## config.mk

```make
export PLATFORM = sky130hd
export DESIGN_NAME = utf8_to_utf16_decoder_top
export DESIGN_NICKNAME = d
export VERILOG_FILES = /design/src/rtl/u8u16_pkg.sv /design/src/rtl/u8u16_front.sv /design/src/rtl/u8u16_fifo.sv /design/src/rtl/u8u16_back.sv /design/src/rtl/utf8_to_utf16_decoder_top.sv
export SDC_FILE = /design/constraint.sdc
export NUM_CORES = 1
export LEC_CHECK = 0
export BUFFER_PORTS_ARGS = -buffer_cell sky130_fd_sc_hd__buf_2
export CORE_UTILIZATION = 40
export DETAILED_ROUTE_END_ITERATION = 12
export GPL_TIMING_DRIVEN = 1
export PLACE_DENSITY = 0.6
export REMOVE_ABC_BUFFERS = 1
export SYNTH_ARGS = -nofsm -noshare
export SYNTH_HDL_FRONTEND = slang
export SYNTH_SLANG_ARGS = --single-unit
```

## constraint.sdc

```tcl
create_clock -name clk -period 4.1 [get_ports clk]
set_clock_uncertainty 0.2 [all_clocks]
set_input_delay 0.615 -clock clk [delete_from_list [all_inputs] [get_ports clk]]
set_output_delay 0.615 -clock clk [all_outputs]
set_load 0.02 [all_outputs]
```

## src/rtl/u8u16_pkg.sv

```systemverilog
package u8u16_pkg;

  // Report status codes
  localparam logic [1:0] ST_DONE  = 2'd0;
  localparam logic [1:0] ST_LIMIT = 2'd1;
  localparam logic [1:0] ST_BAD   = 2'd2;

  // Queue between front and back
  localparam int QDEPTH = 4;
  localparam int QAW    = $clog2(QDEPTH);

  // Work for the back part caused by one accepted byte
  typedef struct packed {
    logic [1:0]  n_units;
    logic [15:0] unit0;
    logic [15:0] unit1;
    logic        rep;
    logic [1:0]  status;
    logic [15:0] count;
  } entry_t;

endpackage

```

## src/rtl/u8u16_front.sv

```systemverilog
module u8u16_front #(
  parameter int COUNT_WIDTH = 16
) (
  input  logic                clk,
  input  logic                rst,
  input  logic                in_valid,
  input  logic [7:0]          data_byte,
  input  logic                last_byte,
  input  logic                cfg_we,
  input  logic [15:0]         cfg_data,
  output logic                q_push,
  output u8u16_pkg::entry_t   q_data
);

  localparam logic [2:0] MODE_IDLE      = 3'd0;
  localparam logic [2:0] MODE_SEQ       = 3'd1;
  localparam logic [2:0] MODE_SEQ_NOFIT = 3'd2;
  localparam logic [2:0] MODE_STOPPED   = 3'd3;
  localparam logic [2:0] MODE_ERROR     = 3'd4;

  localparam logic [32:0] CMAX    = (33'd1 << COUNT_WIDTH) - 33'd1;
  localparam logic [32:0] RST_EXT = (33'h0FFFF > CMAX) ? CMAX : 33'h0FFFF;

  logic [15:0]            output_limit;
  logic [2:0]             mode, mode_next;
  logic [1:0]             bytes_pending, bytes_pending_next;
  logic [20:0]            code_point, code_point_next;
  logic [1:0]             lead_class, lead_class_next;
  logic                   second_byte_due, second_byte_due_next;
  logic [COUNT_WIDTH-1:0] units_left, units_left_next;
  logic [COUNT_WIDTH-1:0] units_written, units_written_next;

  logic [32:0]            lim_ext, lim_sat, cfg_ext, cfg_sat;
  logic [COUNT_WIDTH-1:0] limit_load, cfg_load;

  // Saturate the limit to the count width
  assign lim_ext    = 33'(output_limit);
  assign lim_sat    = (lim_ext > CMAX) ? CMAX : lim_ext;
  assign limit_load = lim_sat[COUNT_WIDTH-1:0];
  assign cfg_ext    = 33'(cfg_data);
  assign cfg_sat    = (cfg_ext > CMAX) ? CMAX : cfg_ext;
  assign cfg_load   = cfg_sat[COUNT_WIDTH-1:0];

  always_comb begin
    logic        bad;
    logic        emit_en;
    logic [20:0] emit_cp;
    logic [20:0] vsub;
    logic [1:0]  cls;
    logic [2:0]  payload;
    logic [4:0]  payload5;
    logic [32:0] uw_ext;

    mode_next            = mode;
    bytes_pending_next   = bytes_pending;
    code_point_next      = code_point;
    lead_class_next      = lead_class;
    second_byte_due_next = second_byte_due;
    units_left_next      = units_left;
    units_written_next   = units_written;
    q_data               = '0;
    bad                  = 1'b0;
    emit_en              = 1'b0;
    emit_cp              = '0;
    vsub                 = '0;
    cls                  = 2'd1;
    payload              = '0;
    payload5             = '0;
    uw_ext               = '0;

    case (mode)
      MODE_IDLE: begin
        if (units_left == '0) begin
          mode_next = MODE_STOPPED;
        end else if (!data_byte[7]) begin
          emit_en = 1'b1;
          emit_cp = 21'(data_byte);
        end else if (data_byte[7:6] != 2'b11 || data_byte inside {[8'hF8:8'hFF]}) begin
          mode_next = MODE_ERROR;
        end else begin
          if (data_byte inside {[8'hF0:8'hF7]}) begin
            cls      = 2'd3;
            payload5 = {2'b00, data_byte[2:0]};
          end else if (data_byte inside {[8'hE0:8'hEF]}) begin
            cls      = 2'd2;
            payload5 = {1'b0, data_byte[3:0]};
          end else begin
            cls      = 2'd1;
            payload5 = data_byte[4:0];
          end
          payload = payload5[2:0];
          if (last_byte) begin
            mode_next = MODE_ERROR;
          end else if (cls == 2'd1 && data_byte[4:1] == 4'd0) begin
            mode_next = MODE_ERROR;
          end else if (cls == 2'd3 && payload > 3'd4) begin
            mode_next = MODE_ERROR;
          end else begin
            code_point_next      = 21'(payload5);
            lead_class_next      = cls;
            bytes_pending_next   = cls;
            second_byte_due_next = 1'b1;
            // A pair needs two units of budget
            mode_next = (cls == 2'd3 && units_left == COUNT_WIDTH'(1)) ?
                        MODE_SEQ_NOFIT : MODE_SEQ;
          end
        end
      end
      MODE_SEQ, MODE_SEQ_NOFIT: begin
        if (second_byte_due) begin
          if (lead_class == 2'd2 && code_point == '0 && !data_byte[5]) bad = 1'b1;
          if (lead_class == 2'd3 && code_point == '0 && data_byte[5:4] == 2'b00) bad = 1'b1;
          if (lead_class == 2'd3 && code_point == 21'd4 && data_byte[5:4] != 2'b00)
            bad = 1'b1;
          second_byte_due_next = 1'b0;
        end
        if (!bad) begin
          bytes_pending_next = bytes_pending - 2'd1;
          if (bytes_pending_next != 2'd0 && last_byte) bad = 1'b1;
        end
        if (!bad && mode == MODE_SEQ) begin
          if (data_byte[7:6] != 2'b10) bad = 1'b1;
          else code_point_next = {code_point[14:0], data_byte[5:0]};
        end
        if (bad) begin
          mode_next = MODE_ERROR;
        end else if (bytes_pending_next == 2'd0) begin
          if (mode == MODE_SEQ_NOFIT) begin
            mode_next = MODE_STOPPED;
          end else begin
            emit_en   = 1'b1;
            emit_cp   = code_point_next;
            mode_next = MODE_IDLE;
          end
        end
      end
      default: begin
        // Stopped or in error: drop bytes until the end mark
      end
    endcase

    if (emit_en) begin
      if (emit_cp < 21'h10000) begin
        q_data.n_units     = 2'd1;
        q_data.unit0       = emit_cp[15:0];
        units_left_next    = units_left - COUNT_WIDTH'(1);
        units_written_next = units_written + COUNT_WIDTH'(1);
      end else begin
        vsub               = emit_cp - 21'h10000;
        q_data.n_units     = 2'd2;
        q_data.unit0       = 16'hD800 | {6'd0, vsub[19:10]};
        q_data.unit1       = 16'hDC00 | {6'd0, vsub[9:0]};
        units_left_next    = units_left - COUNT_WIDTH'(2);
        units_written_next = units_written + COUNT_WIDTH'(2);
      end
    end

    if (last_byte) begin
      uw_ext        = 33'(units_written_next);
      q_data.rep    = 1'b1;
      q_data.count  = uw_ext[15:0];
      q_data.status = (mode_next == MODE_ERROR)   ? u8u16_pkg::ST_BAD :
                      (mode_next == MODE_STOPPED) ? u8u16_pkg::ST_LIMIT :
                                                    u8u16_pkg::ST_DONE;
      mode_next            = MODE_IDLE;
      bytes_pending_next   = '0;
      code_point_next      = '0;
      lead_class_next      = '0;
      second_byte_due_next = 1'b0;
      units_left_next      = limit_load;
      units_written_next   = '0;
    end
  end

  assign q_push = in_valid && (q_data.n_units != 2'd0 || q_data.rep);

  always_ff @(posedge clk) begin
    if (rst) begin
      output_limit    <= 16'hFFFF;
      mode            <= MODE_IDLE;
      bytes_pending   <= '0;
      code_point      <= '0;
      lead_class      <= '0;
      second_byte_due <= 1'b0;
      units_left      <= RST_EXT[COUNT_WIDTH-1:0];
      units_written   <= '0;
    end else begin
      if (in_valid) begin
        mode            <= mode_next;
        bytes_pending   <= bytes_pending_next;
        code_point      <= code_point_next;
        lead_class      <= lead_class_next;
        second_byte_due <= second_byte_due_next;
        units_left      <= units_left_next;
        units_written   <= units_written_next;
      end
      if (cfg_we) begin
        output_limit <= cfg_data;
        // Reload the budget at once if the string has not started
        if (!in_valid && mode == MODE_IDLE && units_written == '0) units_left <= cfg_load;
      end
    end
  end

endmodule

```

## src/rtl/u8u16_fifo.sv

```systemverilog
module u8u16_fifo (
  input  logic              clk,
  input  logic              rst,
  input  logic              push,
  input  u8u16_pkg::entry_t wdata,
  output logic              full,
  input  logic              pop,
  output logic              empty,
  output u8u16_pkg::entry_t rdata
);

  u8u16_pkg::entry_t              mem [u8u16_pkg::QDEPTH];
  logic [u8u16_pkg::QAW-1:0]      wptr, rptr, rptr_next;
  logic [u8u16_pkg::QAW:0]        count;

  assign full      = (count == (u8u16_pkg::QAW+1)'(u8u16_pkg::QDEPTH));
  assign empty     = (count == '0);
  assign rptr_next = pop ? rptr + 1'b1 : rptr;

  // Register the head: take the incoming entry when it lands on the next read slot
  always_ff @(posedge clk) begin
    if (push) mem[wptr] <= wdata;
    rdata <= (push && wptr == rptr_next) ? wdata : mem[rptr_next];
  end

  always_ff @(posedge clk) begin
    if (rst) begin
      wptr  <= '0;
      rptr  <= '0;
      count <= '0;
    end else begin
      if (push) wptr <= wptr + 1'b1;
      if (pop) rptr <= rptr + 1'b1;
      if (push && !pop) count <= count + 1'b1;
      else if (pop && !push) count <= count - 1'b1;
    end
  end

  a_count_bound: assert property (@(posedge clk) disable iff (rst)
    count <= (u8u16_pkg::QAW+1)'(u8u16_pkg::QDEPTH))
    else $error("queue count past depth");

  a_no_overflow: assert property (@(posedge clk) disable iff (rst)
    push |-> (!full || pop))
    else $error("push into a full queue");

  a_no_underflow: assert property (@(posedge clk) disable iff (rst)
    pop |-> !empty)
    else $error("pop from an empty queue");

endmodule

```

## src/rtl/u8u16_back.sv

```systemverilog
module u8u16_back (
  input  logic              clk,
  input  logic              rst,
  input  logic              head_valid,
  input  u8u16_pkg::entry_t head,
  output logic              head_pop,
  output logic              empty,
  input  logic              pop,
  output logic [15:0]       code_unit,
  output logic              is_report,
  output logic [1:0]        status,
  output logic [15:0]       unit_count,
  output logic              last_result
);

  logic       out_valid;
  logic [1:0] sub;
  logic [1:0] total;
  logic       load;
  logic       sub_last;

  assign total    = head.n_units + {1'b0, head.rep};
  assign sub_last = (sub == total - 2'd1);
  assign load     = head_valid && (!out_valid || pop);
  assign head_pop = load && sub_last;
  assign empty    = !out_valid;

  always_ff @(posedge clk) begin
    if (rst) begin
      out_valid <= 1'b0;
      sub       <= '0;
    end else begin
      if (load) begin
        out_valid <= 1'b1;
        sub       <= sub_last ? 2'd0 : sub + 2'd1;
      end else if (pop) begin
        out_valid <= 1'b0;
      end
    end
  end

  always_ff @(posedge clk) begin
    if (load) begin
      last_result <= sub_last;
      if (sub < head.n_units) begin
        code_unit  <= (sub == 2'd0) ? head.unit0 : head.unit1;
        is_report  <= 1'b0;
        status     <= u8u16_pkg::ST_DONE;
        unit_count <= '0;
      end else begin
        code_unit  <= '0;
        is_report  <= 1'b1;
        status     <= head.status;
        unit_count <= head.count;
      end
    end
  end

  a_report_last: assert property (@(posedge clk) disable iff (rst)
    (out_valid && is_report) |-> last_result)
    else $error("report is not the final result of its byte");

  a_unit_clean: assert property (@(posedge clk) disable iff (rst)
    (out_valid && !is_report) |-> (status == u8u16_pkg::ST_DONE && unit_count == '0))
    else $error("unit result carries report fields");

  a_sub_range: assert property (@(posedge clk) disable iff (rst)
    head_valid |-> (sub < total))
    else $error("result index past entry size");

endmodule

```

## src/rtl/utf8_to_utf16_decoder_top.sv

```systemverilog
// Channel    Direction  Handshake              Payload
// input      in         push / full            data_byte[7:0], last_byte
// result     out        empty / pop            code_unit[15:0], is_report, status[1:0],
//                                              unit_count[15:0], last_result
// config     in         cfg_valid / cfg_ready  cfg_data[15:0] (output_limit)
//
// One byte is accepted per cycle while full is low; the front decodes it in that same
// cycle and queues its results (zero to three) into a four-entry queue.
// The back hands out one result per cycle from its output register while pop is held,
// so a byte that yields a surrogate pair plus a report gives three results in turn.
// full rises only when the four-entry queue is full; a stalled pop backs up there.
// rst is synchronous, active high; it empties the queue and output register and
// sets output_limit back to 65535. cfg_ready is always high.
module utf8_to_utf16_decoder_top #(
  parameter int COUNT_WIDTH = 16
) (
  input  logic        clk,
  input  logic        rst,
  input  logic        push,
  output logic        full,
  input  logic [7:0]  data_byte,
  input  logic        last_byte,
  output logic        empty,
  input  logic        pop,
  output logic [15:0] code_unit,
  output logic        is_report,
  output logic [1:0]  status,
  output logic [15:0] unit_count,
  output logic        last_result,
  input  logic        cfg_valid,
  output logic        cfg_ready,
  input  logic [15:0] cfg_data
);

  logic              accept;
  logic              q_push;
  u8u16_pkg::entry_t q_wdata;
  logic              q_empty;
  logic              q_pop;
  u8u16_pkg::entry_t q_rdata;

  assign cfg_ready = 1'b1;
  // Take a byte whenever the queue has room
  assign accept    = push && !full;

  u8u16_front #(
    .COUNT_WIDTH(COUNT_WIDTH)
  ) u_front (
    .clk       (clk),
    .rst       (rst),
    .in_valid  (accept),
    .data_byte (data_byte),
    .last_byte (last_byte),
    .cfg_we    (cfg_valid && cfg_ready),
    .cfg_data  (cfg_data),
    .q_push    (q_push),
    .q_data    (q_wdata)
  );

  // Hold decoded work until the back can drain it
  u8u16_fifo u_fifo (
    .clk   (clk),
    .rst   (rst),
    .push  (q_push),
    .wdata (q_wdata),
    .full  (full),
    .pop   (q_pop),
    .empty (q_empty),
    .rdata (q_rdata)
  );

  // Serialize each entry into single results
  u8u16_back u_back (
    .clk         (clk),
    .rst         (rst),
    .head_valid  (!q_empty),
    .head        (q_rdata),
    .head_pop    (q_pop),
    .empty       (empty),
    .pop         (pop),
    .code_unit   (code_unit),
    .is_report   (is_report),
    .status      (status),
    .unit_count  (unit_count),
    .last_result (last_result)
  );

endmodule
```

==> results of run 1 <==
[cell usage in the layout (no fill, tap or decap), types with 35 or more instances in the layout]
master     instances
edfxtp_1         224
nor2_1           100
dfxtp_1           87
nand2_1           80
buf_2             67
mux2i_1           50
mux4_2            47
a21oi_1           45
clkbuf_16         38
and2_1            35
[power groups by stage]
stage / Clock (W) / Combinational (W) / Sequential [W]
after floorplan: 0 / 0.00112 / 0.00445
after global placement: 0 / 0.00216 / 0.00417
after detailed placement: 0 / 0.00217 / 0.00418
after CTS: 0.00320 / 0.00218 / 0.00411
after global routing: 0.00332 / 0.00234 / 0.00416
final: 0.00311 / 0.00213 / 0.00411
[flip-flops by register name (all words and copies together) (netlist names), named ones only]
register,flops
u_fifo.mem,188
u_front.code_point,21
u_back.code_unit,16
u_back.unit_count,16
u_front.output_limit,16
u_front.units_left,16
u_front.units_written,16
u_fifo.count,3
u_front.mode,3
u_back.status,2
u_back.sub,2
u_fifo.rptr,2
u_fifo.wptr,2
u_front.bytes_pending,2
u_front.lead_class,2
u_back.is_report,1
u_back.last_result,1
u_back.out_valid,1
u_front.second_byte_due,1
[final cells by class]
class | instances | area, µm²
clock buffers | 46 | 991
clock inverters | 21 | 170
flip-flops and latches | 313 | 8510
multi-input cells | 677 | 5050
repair buffers | 96 | 591
diodes | 2 | 5.00
inverters | 30 | 113
fillers | 3070 | 17900
well taps | 448 | 561
[per-layer routing]
metal	global-route usage	vias up	wire, µm
met5	0	-	0
met4	0.0664	0	1040
met3	0.0242	61	1860
met2	0.294	297	14900
met1	0.264	4483	14900
li1	-	4275	-
[cells by family after synthesis]
kind of cell / count (synthesis)
buf+inv: 99
xor+xnor: 21
fa+ha+maj: 18
compound gates: 173
flops: 313
mux: 97
other cells: 1
simple gates: 367
[worst min path at each step]
stage / cells after the start / startpoint / slack [ns] / to
after CTS: 3 / cfg_data[4] / 0.11 / u_front.units_left[4]
after global routing: 3 / cfg_data[4] / 0.12 / u_front.units_left[4]
final: 3 / cfg_data[4] / 0.13 / u_front.units_left[4]
after detailed placement: 2 / u_front.output_limit[1] / 0.25 / u_front.output_limit[1]
after floorplan: 1 / u_fifo.rptr[1] / 0.22 / flip-flop
after global placement: 1 / u_fifo.rptr[1] / 0.24 / flip-flop
[per-stage QoR]
stage | setup TNS [ns] | power [W] | hold slack, ns | cells
floorplan | -1.52 | 0.00556 | 0.220 | 1020
global placement | 0 | 0.00632 | 0.238 | 1564
detailed placement | 0 | 0.00635 | 0.246 | 1564
CTS | 0 | 0.00949 | 0.108 | 1631
global route | 0 | 0.00981 | 0.120 | 1632
finish | 0 | 0.00935 | 0.126 | 1633
[worst min-delay path, cell delays in order]
cell and delay (ns):
buf_2 0.09, nand2_1 0.05, nand4_1 0.06
==> summary.md, run 1 <==
| Metric | Value |
|---|---|
| Status | `finished clean` |
| Top-count cell post-synth | `edfxtp_1` |
| Area grow syn2layout | `14.8%` |
| Setup crit start kind | `flip-flop` |
| Power density over the cells | `584 mW/mm²` |
| RSZ-0062 raised after global routing | `false` |
| List of most frequent post-synthesis cells | `224 x edfxtp_1, 100 x nor2_1, 89 x dfxtp_1` |
| First-pass GRT wire length | `51,500 µm` |
| Final setup viols | `0` |
| H-tree lvl count | `2` |
| Delay-heaviest family, CP | `simple AND/OR/NAND/NOR gates` |
| Post-cts resize count | `0` |
| Die Footprint | `around 0.036 mm²` |
| Initial DRC count | `810` |
| Synth area leader | `edfxtp_1` |
| Syn. warnings | `0` |
| Vias in the first global route | `between 9,000 and 10,000` |
| Synth Flop Type | `edfxtp_1` |
| Pleak | `5.70 nW` |
| Max FO, Critical Path | `11` |
| FFs w/ async S/R, synth | `0` |
| WP data required | `between 4 and 5 ns` |
| Critical path destination | `u_front.units_written[12]` |
| CP endpoint kind | `flip-flop` |
| Final WL | `approximately 33,000 µm` |
| Yosys top cell area share | `0.483` |
| Final Cell Area | `0.0160 mm²` |
| # Max-Cap Violations | `0` |
| Mux share of post-synthesis cell area | `0.112` |
| Setup ws final | `between 0.5 and 0.6 ns` |
| Clk buf depth | `3` |
| Post-DP HPWL | `20,600 µm` |
| Final Util | `0.472` |
| Post-Place Cell Area | `~0.015 mm²` |
| FF-to-FF Start | `u_front.mode[0]` |
| Main combinational cell family by area after synthesis | `simple AND/OR/NAND/NOR gates` |
| Share of cells above drive strength 1 | `0.182` |
| Register area share after synthesis | `0.611` |
| Hold buffers post-CTS | `0` |
| Nets@finish | `~1,200` |
| CP arrival | `around 3.8 ns` |
| Critical Path Stages | `7` |
| CTS tree | `done` |
| Clk_lat worst skew | `0.51 ns` |
| Synth top area cells | `edfxtp_1 48%, dfxtp_1 13%, mux4_2 7.6%` |
| F_max | `between 200 and 300 MHz` |
| Critical path, cell by cell | `or3b_1 -> or4_1 -> a311oi_1 -> a211o_1 -> nand3_4 -> or4_1 -> a21oi_1` |
| Clock tree root driver cell | `clkbuf_16` |
| Period utilization | `0.868` |
| Tightest Pin Transition | `around 1.0 ns` |
| Post-Synth XOR/XNOR Area | `0.0132` |
| Sequential power share | `0.439` |
| Core area | `~0.034 mm²` |
| #FFs+latches synth | `~310` |
| Chip width | `about 190 µm` |
| Slew Limit Headroom | `0.308` |
| Mapped cell area | `0.0139 mm²` |
| Syn Inst Count | `around 1,100` |
| Grt total ovfl | `0` |
| Initial antenna violation count | `2` |
| Crit path time final | `3.56 ns` |
| RePlAce Congestion | `between 0.8 and 0.9` |
| Post-synth EDFFs | `around 220` |
| Simple-Gate Fraction of Synth Area | `0.136` |
| Clk slew on worst S/H paths | `0.06 ns` |
| Comb pwr share | `0.228` |
| Worst r2r dst | `u_front.units_written[12]` |
| Complex-gate fraction of the synthesized area | `0.0839` |
| Largest net degree at the start of global routing | `48` |
| Via density | `between 5 and 6` |
| Int Power | `0.00658 W` |
| Post-CTS setup buffer count | `0` |
| Crit path largest cell delay | `slightly above 0.6 ns` |
| Dpl ws | `~0.64 ns` |
| Switching part of the total | `0.296` |
| Routed len/inst | `~20 µm` |
| Row count | `67` |
| CP Class | `reg -> reg` |
| Hold Violations, Final | `0` |
| Worst R2R Setup Slack | `0.54 ns` |
| Synth cell types | `74` |
| CP max stage cell | `or4_1` |
| Avg Cell Area, Syn | `between 10 and 15 µm²` |
| Post-Synth Adder-Cell Area | `0.0167` |
| DRC | `0` |
| Switch Pwr | `0.00277 W` |
| R2r worst-path depth | `7` |
| Number of CTS-inserted buffers | `37` |
| Die Ht | `roughly 190 µm` |
| Worst Hold Class | `in -> reg` |
| Critical path's most frequent cell | `or4_1` |
| Clock share of power | `0.333` |
| PortBufs | `67` |
| I/O pins | `69` |
| Fin. max-slew vios | `0` |
| Starting Density | `0.411` |
| Crit path from | `u_front.mode[0]` |
| CP bufs+invs | `0` |
| Total GRT Usage | `0.186` |
| Vias | `around 9,000` |
| Peak VDD IR | `around 0.00033 V` |
| Post-route ant nets | `0` |
| Clock sink count | `313` |
| Drt pass-1 iters | `5` |
(Power assumes the default switching activity.)
==> inputs of run 2 (changes only) <==
ABC_AREA = 1   (was not set)
==> run 2 against run 1 <==
  * Combinational power increased by 27%
  * Clock-buffer cell count unchanged
  * Via count increased by 28%
==> summary.md, run 2 <==
| Metric | Value |
|---|---|
| Grt total ovfl | `0 (unchanged)` |
| Routed len/inst | `16.6 µm (was 20.0 µm)` |
| FF-to-FF Start | `u_front.units_left[0] (was u_front.mode[0])` |
| Largest net degree at the start of global routing | `59 (was 48)` |
| Clk_lat worst skew | `0.56 ns (was 0.51 ns)` |
| Area grow syn2layout | `12.8% (was 14.8%)` |
| Synth top area cells | `edfxtp_1 44%, dfxtp_1 12%, nand2_1 8.6% (was edfxtp_1 48%, dfxtp_1 13%, mux4_2 7.6%)` |
| PortBufs | `67 (unchanged)` |
| Syn. warnings | `0 (unchanged)` |
| Main combinational cell family by area after synthesis | `simple AND/OR/NAND/NOR gates (unchanged)` |
| Vias in the first global route | `11,100 (was 9,008)` |
| Top-count cell post-synth | `nand2_1 (was edfxtp_1)` |
| DP Cell Count | `2,236 (was 1,564)` |
| Pleak | `6.82 nW (was 5.70 nW)` |
| Drt pass-1 iters | `7 (was 5)` |
| Peak VDD IR | `0.000305 V (was 0.000326 V)` |
| Clk slew on worst S/H paths | `0.05 ns (was 0.06 ns)` |
| #FFs+latches synth | `313 (unchanged)` |
| Share of cells above drive strength 1 | `0.120 (was 0.182)` |
| # fillers | `3,594 (was 3,070)` |
| I/O pins | `69 (unchanged)` |
| FF/Latch Area | `0.00851 mm² (about the same)` |
| Complex-gate fraction of the synthesized area | `0.117 (was 0.0839)` |
| Clock tree root driver cell | `clkbuf_16 (unchanged)` |
| Period utilization | `0.860 (was 0.868)` |
| Nets@finish | `1,810 (was 1,203)` |
| Post-synth EDFFs | `224 (unchanged)` |
| Post-Synth Adder-Cell Area | `0.0153 (was 0.0167)` |
| First-pass GRT wire length | `61,100 µm (was 51,500 µm)` |
| RePlAce Congestion | `0.910 (was 0.870)` |
| Setup ws final | `0.576 ns (was 0.540 ns)` |
| Clock sink count | `313 (unchanged)` |
| Initial DRC count | `970 (was 810)` |
| Via density | `5.09 (was 5.58)` |
| CP Class | `reg -> reg (unchanged)` |
| Synth area leader | `edfxtp_1 (unchanged)` |
| WP data required | `4.15 ns (was 4.33 ns)` |
| Post-route ant nets | `0 (unchanged)` |
| Starting Density | `0.406 (was 0.411)` |
| CP arrival | `3.57 ns (was 3.79 ns)` |
| # Max-Cap Violations | `0 (unchanged)` |
| Mux share of post-synthesis cell area | `0 (was 0.112)` |
| Worst Hold Class | `in -> reg (unchanged)` |
| CP max stage cell | `dfxtp_1 (was or4_1)` |
| Chip width | `197 µm (was 189 µm)` |
| Max FO, Critical Path | `43 (was 11)` |
| Row count | `71 (was 67)` |
| Final Cell Area | `0.0172 mm² (was 0.0160 mm²)` |
| Synth Flop Type | `edfxtp_1 (unchanged)` |
| F_max | `284 MHz (was 281 MHz)` |
| Hold buffers post-CTS | `0 (unchanged)` |
| Post-cts resize count | `0 (unchanged)` |
| Number of CTS-inserted buffers | `35 (was 37)` |
| Critical path's most frequent cell | `nor2_1 (was or4_1)` |
| Power density over the cells | `575 mW/mm² (was 584 mW/mm²)` |
| Most frequent cells in the layout | `348 x nand2_1, 248 x nor2_1, 224 x edfxtp_1, 143 x o21ai_0, 122 x inv_1 (was 224 x edfxtp_1, 100 x nor2_1, 87 x dfxtp_1, 80 x nand2_1, 67 x buf_2)` |
| Status | `finished clean (unchanged)` |
| Synth cell types | `54 (was 74)` |
| FFs w/ async S/R, synth | `0 (unchanged)` |
| H-tree lvl count | `2 (unchanged)` |
| Total GRT Usage | `0.200 (was 0.186)` |
| Hold Crit Depth | `3 (unchanged)` |
| Avg Cell Area, Syn | `8.88 µm² (was 12.8 µm²)` |
| Post-CTS setup buffer count | `0 (unchanged)` |
| Post-Place Cell Area | `0.0161 mm² (was 0.0148 mm²)` |
| Clk buf depth | `3 (unchanged)` |
| Dpl ws | `0.394 ns (was 0.644 ns)` |
| CTS tree | `done (unchanged)` |
| Mapped cell area | `0.0153 mm² (was 0.0139 mm²)` |
| Tightest Pin Transition | `0.773 ns (was 1.03 ns)` |
| Syn Inst Count | `1,719 (was 1,089)` |
| ANT cells | `0 (was 2)` |
| Worst R2R Setup Slack | `0.58 ns (was 0.54 ns)` |
| Die Footprint | `0.0389 mm² (was 0.0356 mm²)` |
| Layout Cells excl Fill | `2,299 (was 1,633)` |
| Vias | `11,700 (was 9,116)` |
| Largest Register | `u_fifo.mem (unchanged)` |
| Core area | `0.0376 mm² (was 0.0339 mm²)` |
| Worst r2r dst | `u_fifo.mem[0][1] (was u_front.units_written[12])` |
| Register area share after synthesis | `0.558 (was 0.611)` |
| Initial antenna violation count | `0 (was 2)` |
| Simple-Gate Fraction of Synth Area | `0.219 (was 0.136)` |
| Hold endpoint | `u_front.output_limit[3] (was u_front.units_left[4])` |
| Yosys top cell area share | `0.441 (was 0.483)` |
| Min-delay src | `cfg_data[3] (was cfg_data[4])` |
| Largest regs | `u_fifo.mem x188, u_front.code_point x21 (unchanged)` |
| DRC | `0 (unchanged)` |
| Crit path largest cell delay | `0.46 ns (was 0.62 ns)` |
| Setup crit start kind | `flip-flop (unchanged)` |
| Critical path, cell by cell | `inv_1 -> ha_1 -> nand2_1 -> nor2_1 -> inv_1 -> nor2_1 -> nand2_1 -> inv_2 -> nor2_1 -> inv_1 -> nor2_1 -> nor2_4 -> inv_4 -> buf_4 -> nand3_2 -> or2_2 -> nand3_1 -> nor2_1 (was or3b_1 -> or4_1 -> a311oi_1 -> a211o_1 -> nand3_4 -> or4_1 -> a21oi_1)` |
| Die Ht | `197 µm (was 189 µm)` |
| Max reg flops | `188 (unchanged)` |
| R2r worst-path depth | `18 (was 7)` |
| Post-DP HPWL | `24,800 µm (was 20,600 µm)` |
| Post-Synth XOR/XNOR Area | `0.0258 (was 0.0132)` |
| Most common cell after layout, fill and taps aside | `nand2_1 (was edfxtp_1)` |
| CP endpoint kind | `flip-flop (unchanged)` |
| List of most frequent post-synthesis cells | `348 x nand2_1, 253 x nor2_1, 224 x edfxtp_1 (was 224 x edfxtp_1, 100 x nor2_1, 89 x dfxtp_1)` |
| RSZ-0062 raised after global routing | `false (unchanged)` |
| Slew Limit Headroom | `0.484 (was 0.308)` |
| Multi-input logic area | `0.00581 mm² (was 0.00505 mm²)` |
| Fin. max-slew vios | `0 (unchanged)` |
| Final setup viols | `0 (unchanged)` |
| Final WL | `38,100 µm (was 32,700 µm)` |
| Final Util | `0.458 (was 0.472)` |
| Crit path time final | `3.52 ns (was 3.56 ns)` |
| Hold Violations, Final | `0 (unchanged)` |
run 2: cell count changes in the layout (fill, tap and decap cells not counted), moves of 29 or more:
cell and change:
a21oi_1 +64, and2_1 -35, inv_1 +93, mux2i_1 -50
mux4_2 -47, nand2_1 +268, nand3_1 +59, nor2_1 +148
o21ai_0 +114, xor2_1 +29
run 2: cells by family (layout without fill, tap and decap cells):
kind of cell,Yosys count,count (layout)
compound gates,328,328
flops,313,313
buf+inv,236,305
other cells,1,1
fa+ha+maj,18,18
simple gates,778,778
xor+xnor,45,45
run 2: worst max-delay path: cells and delay by family, from the launching register on:
kind / cells / cell delay, ns
and+or+nand+nor: 11 / 1.45
buffers and inverters: 6 / 0.89
DFF: 1 / 0.46
adders and majority gates: 1 / 0.24
run 2: worst max-delay path by stage:
stage / startpoint / end / slack, ns / cells after the start
floorplan: flip-flop / u_fifo.count[1] / -1.49 / 14
global placement: data_byte[5] / u_fifo.mem[1][3] / 0.46 / 22
detailed placement: data_byte[5] / u_fifo.mem[0][13] / 0.39 / 22
CTS: u_front.units_left[0] / u_fifo.mem[0][1] / 0.57 / 18
global route: u_front.units_left[0] / u_fifo.mem[0][1] / 0.31 / 18
finish: u_front.units_left[0] / u_fifo.mem[0][1] / 0.58 / 18
run 2: area by class of cell:
| class | count | area share |
|---|---|---|
| sequential | 313 | 0.495 |
| multi-input combinational | 1170 | 0.338 |
| clock buffer | 46 | 0.0551 |
| tap | 511 | 0.0372 |
| timing repair buffer | 102 | 0.0362 |
| inverter | 140 | 0.0308 |
| clock inverter | 17 | 0.00829 |
run 2: layer usage:
metal | global-route usage | share of wire | vias to the layer above
met3 | 0.0289 | 0.057 | 61
met4 | 0.0646 | 0.024 | 0
li1 | - | - | 5880
met5 | 0 | 0 | -
met1 | 0.278 | 0.47 | 5453
met2 | 0.321 | 0.45 | 317
run 2: power by group:
group	internal [W]	switching [W]
Sequential	0.00398	0.000207
Clock	0.00171	0.00128
Combinational	0.000812	0.00190
run 2: stage by stage:
stage / hold WS, ns / total power, W / TNS (ns)
2_1_floorplan: 0.225 / 0.00602 / -257.29
3_5_place_dp: 0.243 / 0.00700 / 0
5_1_grt: 0.0936 / 0.0104 / 0
3_3_place_gp: 0.237 / 0.00696 / 0
4_1_cts: 0.0692 / 0.0100 / 0
6_report: 0.0925 / 0.00990 / 0
==> inputs of run 3 (changes only) <==
PLACE_DENSITY = 0.58   (was 0.6)
clock period = 3.7 ns   (was 4.1 ns; I/O delays follow)
==> run 3 against run 2 <==
  * Routed wire length grew 1.3%
  * Register-to-register slack got worse by 0.21 ns
  * Clock power increased by 21%
  * Non-clock buffer count up 13
  * Maximum frequency up 5.6%
  * Cell count is 0.70% higher
  * Critical path depth up 5
  * Largest cell class unchanged
==> summary.md, run 3 (synthesis gave the netlist of run 2 again) <==
| Metric | Value |
|---|---|
| Status | `finished clean (unchanged)` |
| Clk buf depth | `3 (unchanged)` |
| DRC | `0 (unchanged)` |
| Setup ws final | `0.362 ns (was 0.576 ns)` |
| Crit path largest cell delay | `0.47 ns (was 0.46 ns)` |
| Core area | `0.0376 mm² (unchanged)` |
| PortBufs | `67 (unchanged)` |
| Grt total ovfl | `0 (unchanged)` |
| # Max-Cap Violations | `0 (unchanged)` |
| Final setup viols | `0 (unchanged)` |
| RSZ-0062 raised after global routing | `false (unchanged)` |
| Critical path, cell by cell | `inv_1 -> ha_1 -> nand2_1 -> nor2_1 -> inv_1 -> nor2_1 -> nand2_1 -> inv_2 -> nor2_1 -> inv_1 -> nor2_1 -> nor2_4 -> inv_4 -> o21ai_4 -> inv_1 -> ha_1 -> inv_1 -> fa_1 -> nor2_1 -> nor2_1 -> nand2_1 -> o21ai_0 -> a21oi_1 (was inv_1 -> ha_1 -> nand2_1 -> nor2_1 -> inv_1 -> nor2_1 -> nand2_1 -> inv_2 -> nor2_1 -> inv_1 -> nor2_1 -> nor2_4 -> inv_4 -> buf_4 -> nand3_2 -> or2_2 -> nand3_1 -> nor2_1)` |
| Hold buffers post-CTS | `0 (unchanged)` |
| Fin. max-slew vios | `0 (unchanged)` |
| I/O pins | `69 (unchanged)` |
| Most common cell after layout, fill and taps aside | `nand2_1 (unchanged)` |
| FF/Latch Area | `0.00851 mm² (unchanged)` |
| Initial antenna violation count | `0 (unchanged)` |
| CP bufs+invs | `7 (was 6)` |
| Post-DP HPWL | `25,300 µm (was 24,800 µm)` |
| Setup TNS Final | `0 ns (unchanged)` |
| Clk_lat worst skew | `0.53 ns (was 0.56 ns)` |
| H-tree lvl count | `2 (unchanged)` |
| RePlAce Congestion | `0.893 (was 0.910)` |
| Initial DRC count | `903 (was 970)` |
| Number of CTS-inserted buffers | `36 (was 35)` |
| Layout Cells excl Fill | `2,315 (was 2,299)` |
| CP Class | `reg -> reg (unchanged)` |
| Most frequent cells in the layout | `348 x nand2_1, 248 x nor2_1, 224 x edfxtp_1, 143 x o21ai_0, 122 x inv_1 (unchanged)` |
| Chip width | `197 µm (unchanged)` |
| CP arrival | `3.60 ns (was 3.57 ns)` |
| Final WL | `38,600 µm (was 38,100 µm)` |
| Drt pass-1 iters | `6 (was 7)` |
| Critical path's most frequent cell | `nor2_1 (unchanged)` |
| CP max stage cell | `dfxtp_1 (unchanged)` |
| Pleak | `6.93 nW (was 6.82 nW)` |
| CP endpoint kind | `flip-flop (unchanged)` |
| Period utilization | `0.902 (was 0.860)` |
| Vias | `11,800 (was 11,700)` |
| Die Ht | `197 µm (unchanged)` |
| Share of cells above drive strength 1 | `0.126 (was 0.120)` |
| Peak VDD IR | `0.000305 V (about the same)` |
| Total GRT Usage | `0.202 (was 0.200)` |
| CTS tree | `done (unchanged)` |
| First-pass GRT wire length | `61,800 µm (was 61,100 µm)` |
| DP Cell Count | `2,249 (was 2,236)` |
| Largest Register | `u_fifo.mem (unchanged)` |
| Dpl ws | `0.272 ns (was 0.394 ns)` |
| Routed len/inst | `16.7 µm (was 16.6 µm)` |
| F_max | `300 MHz (was 284 MHz)` |
| Largest net degree at the start of global routing | `75 (was 59)` |
| Crit path time final | `3.34 ns (was 3.52 ns)` |
| Post-cts resize count | `0 (unchanged)` |
| Largest regs | `u_fifo.mem x188, u_front.code_point x21 (unchanged)` |
| Worst Hold Class | `in -> reg (unchanged)` |
| Post-CTS setup buffer count | `0 (unchanged)` |
| Via density | `5.08 (was 5.09)` |
| WP data required | `3.96 ns (was 4.15 ns)` |
| Clk slew on worst S/H paths | `0.07 ns (was 0.05 ns)` |
| Hold Violations, Final | `0 (unchanged)` |
| Nets@finish | `1,824 (was 1,810)` |
| Max reg flops | `188 (unchanged)` |
| Vias in the first global route | `11,100 (about the same)` |
| Starting Density | `0.406 (unchanged)` |
| Power density over the cells | `648 mW/mm² (was 575 mW/mm²)` |
| ANT cells | `0 (unchanged)` |
| Multi-input logic area | `0.00581 mm² (unchanged)` |
| Max FO, Critical Path | `12 (was 43)` |
| Clock tree root driver cell | `clkbuf_16 (unchanged)` |
| Tightest Pin Transition | `1.00 ns (was 0.773 ns)` |
| # fillers | `3,593 (was 3,594)` |
| Setup crit start kind | `flip-flop (unchanged)` |
| Area grow syn2layout | `14.2% (was 12.8%)` |
| Clock sink count | `313 (unchanged)` |
| Delay-heaviest family, CP | `simple AND/OR/NAND/NOR gates (unchanged)` |
| Die Footprint | `0.0389 mm² (unchanged)` |
| Slew Limit Headroom | `0.329 (was 0.484)` |
| Row count | `71 (unchanged)` |
| Post-route ant nets | `0 (unchanged)` |
| Final Util | `0.464 (was 0.458)` |
[run 3: final timing paths]
| kind | startpoint | end | slack, ns | depth (start not counted) |
|---|---|---|---|---|
| setup / recovery | u_front.units_left[0] | u_fifo.count[2] | 0.36 | 23 |
| hold / removal | cfg_data[6] | u_front.output_limit[6] | 0.05 | 3 |
| setup reg to reg | u_front.units_left[0] | u_fifo.count[2] | 0.36 | 23 |
| hold reg to reg | u_fifo.rptr[1] | flip-flop | 0.25 | 1 |
[run 3: where the power goes]
part	switching [W]	total, W	internal, W
clock network	0.00139	0.00363	0.00224
logic	0.00211	0.00303	0.000921
registers	0.000224	0.00464	0.00441
total	0.00372	0.0113	0.00757
[run 3: metrics by stage]
step	hold slack [ns]	total power [W]	instance area, µm²
6_report	0.0475	0.0113	17400
3_5_place_dp	0.236	0.00777	16200
2_1_floorplan	0.225	0.00667	14800
3_3_place_gp	0.234	0.00773	16200
4_1_cts	0.0281	0.0114	17400
5_1_grt	0.0522	0.0119	17400
[run 3: worst register-to-register path: cells and delay by family, from the launching register on]
family	cells	cell delay (ns)
compound gates	3	0.27
fa+ha+maj	3	0.75
buf+inv	7	0.59
flops	1	0.47
simple gates	10	0.99
[run 3: per-layer routing]
metal,part of all wire,vias to the layer above,track usage
met5,0,-,0
met4,0.017,0,0.0508
met3,0.052,45,0.0323
met2,0.46,282,0.326
met1,0.47,5522,0.283
li1,-,5917,-
[run 3: layout make-up]
type | instances | area share
clock buffer | 52 | 0.0575
clock inverter | 14 | 0.0117
timing repair buffer | 115 | 0.0421
multi-input combinational | 1170 | 0.333
tap | 511 | 0.0367
inverter | 140 | 0.0304
sequential | 313 | 0.488
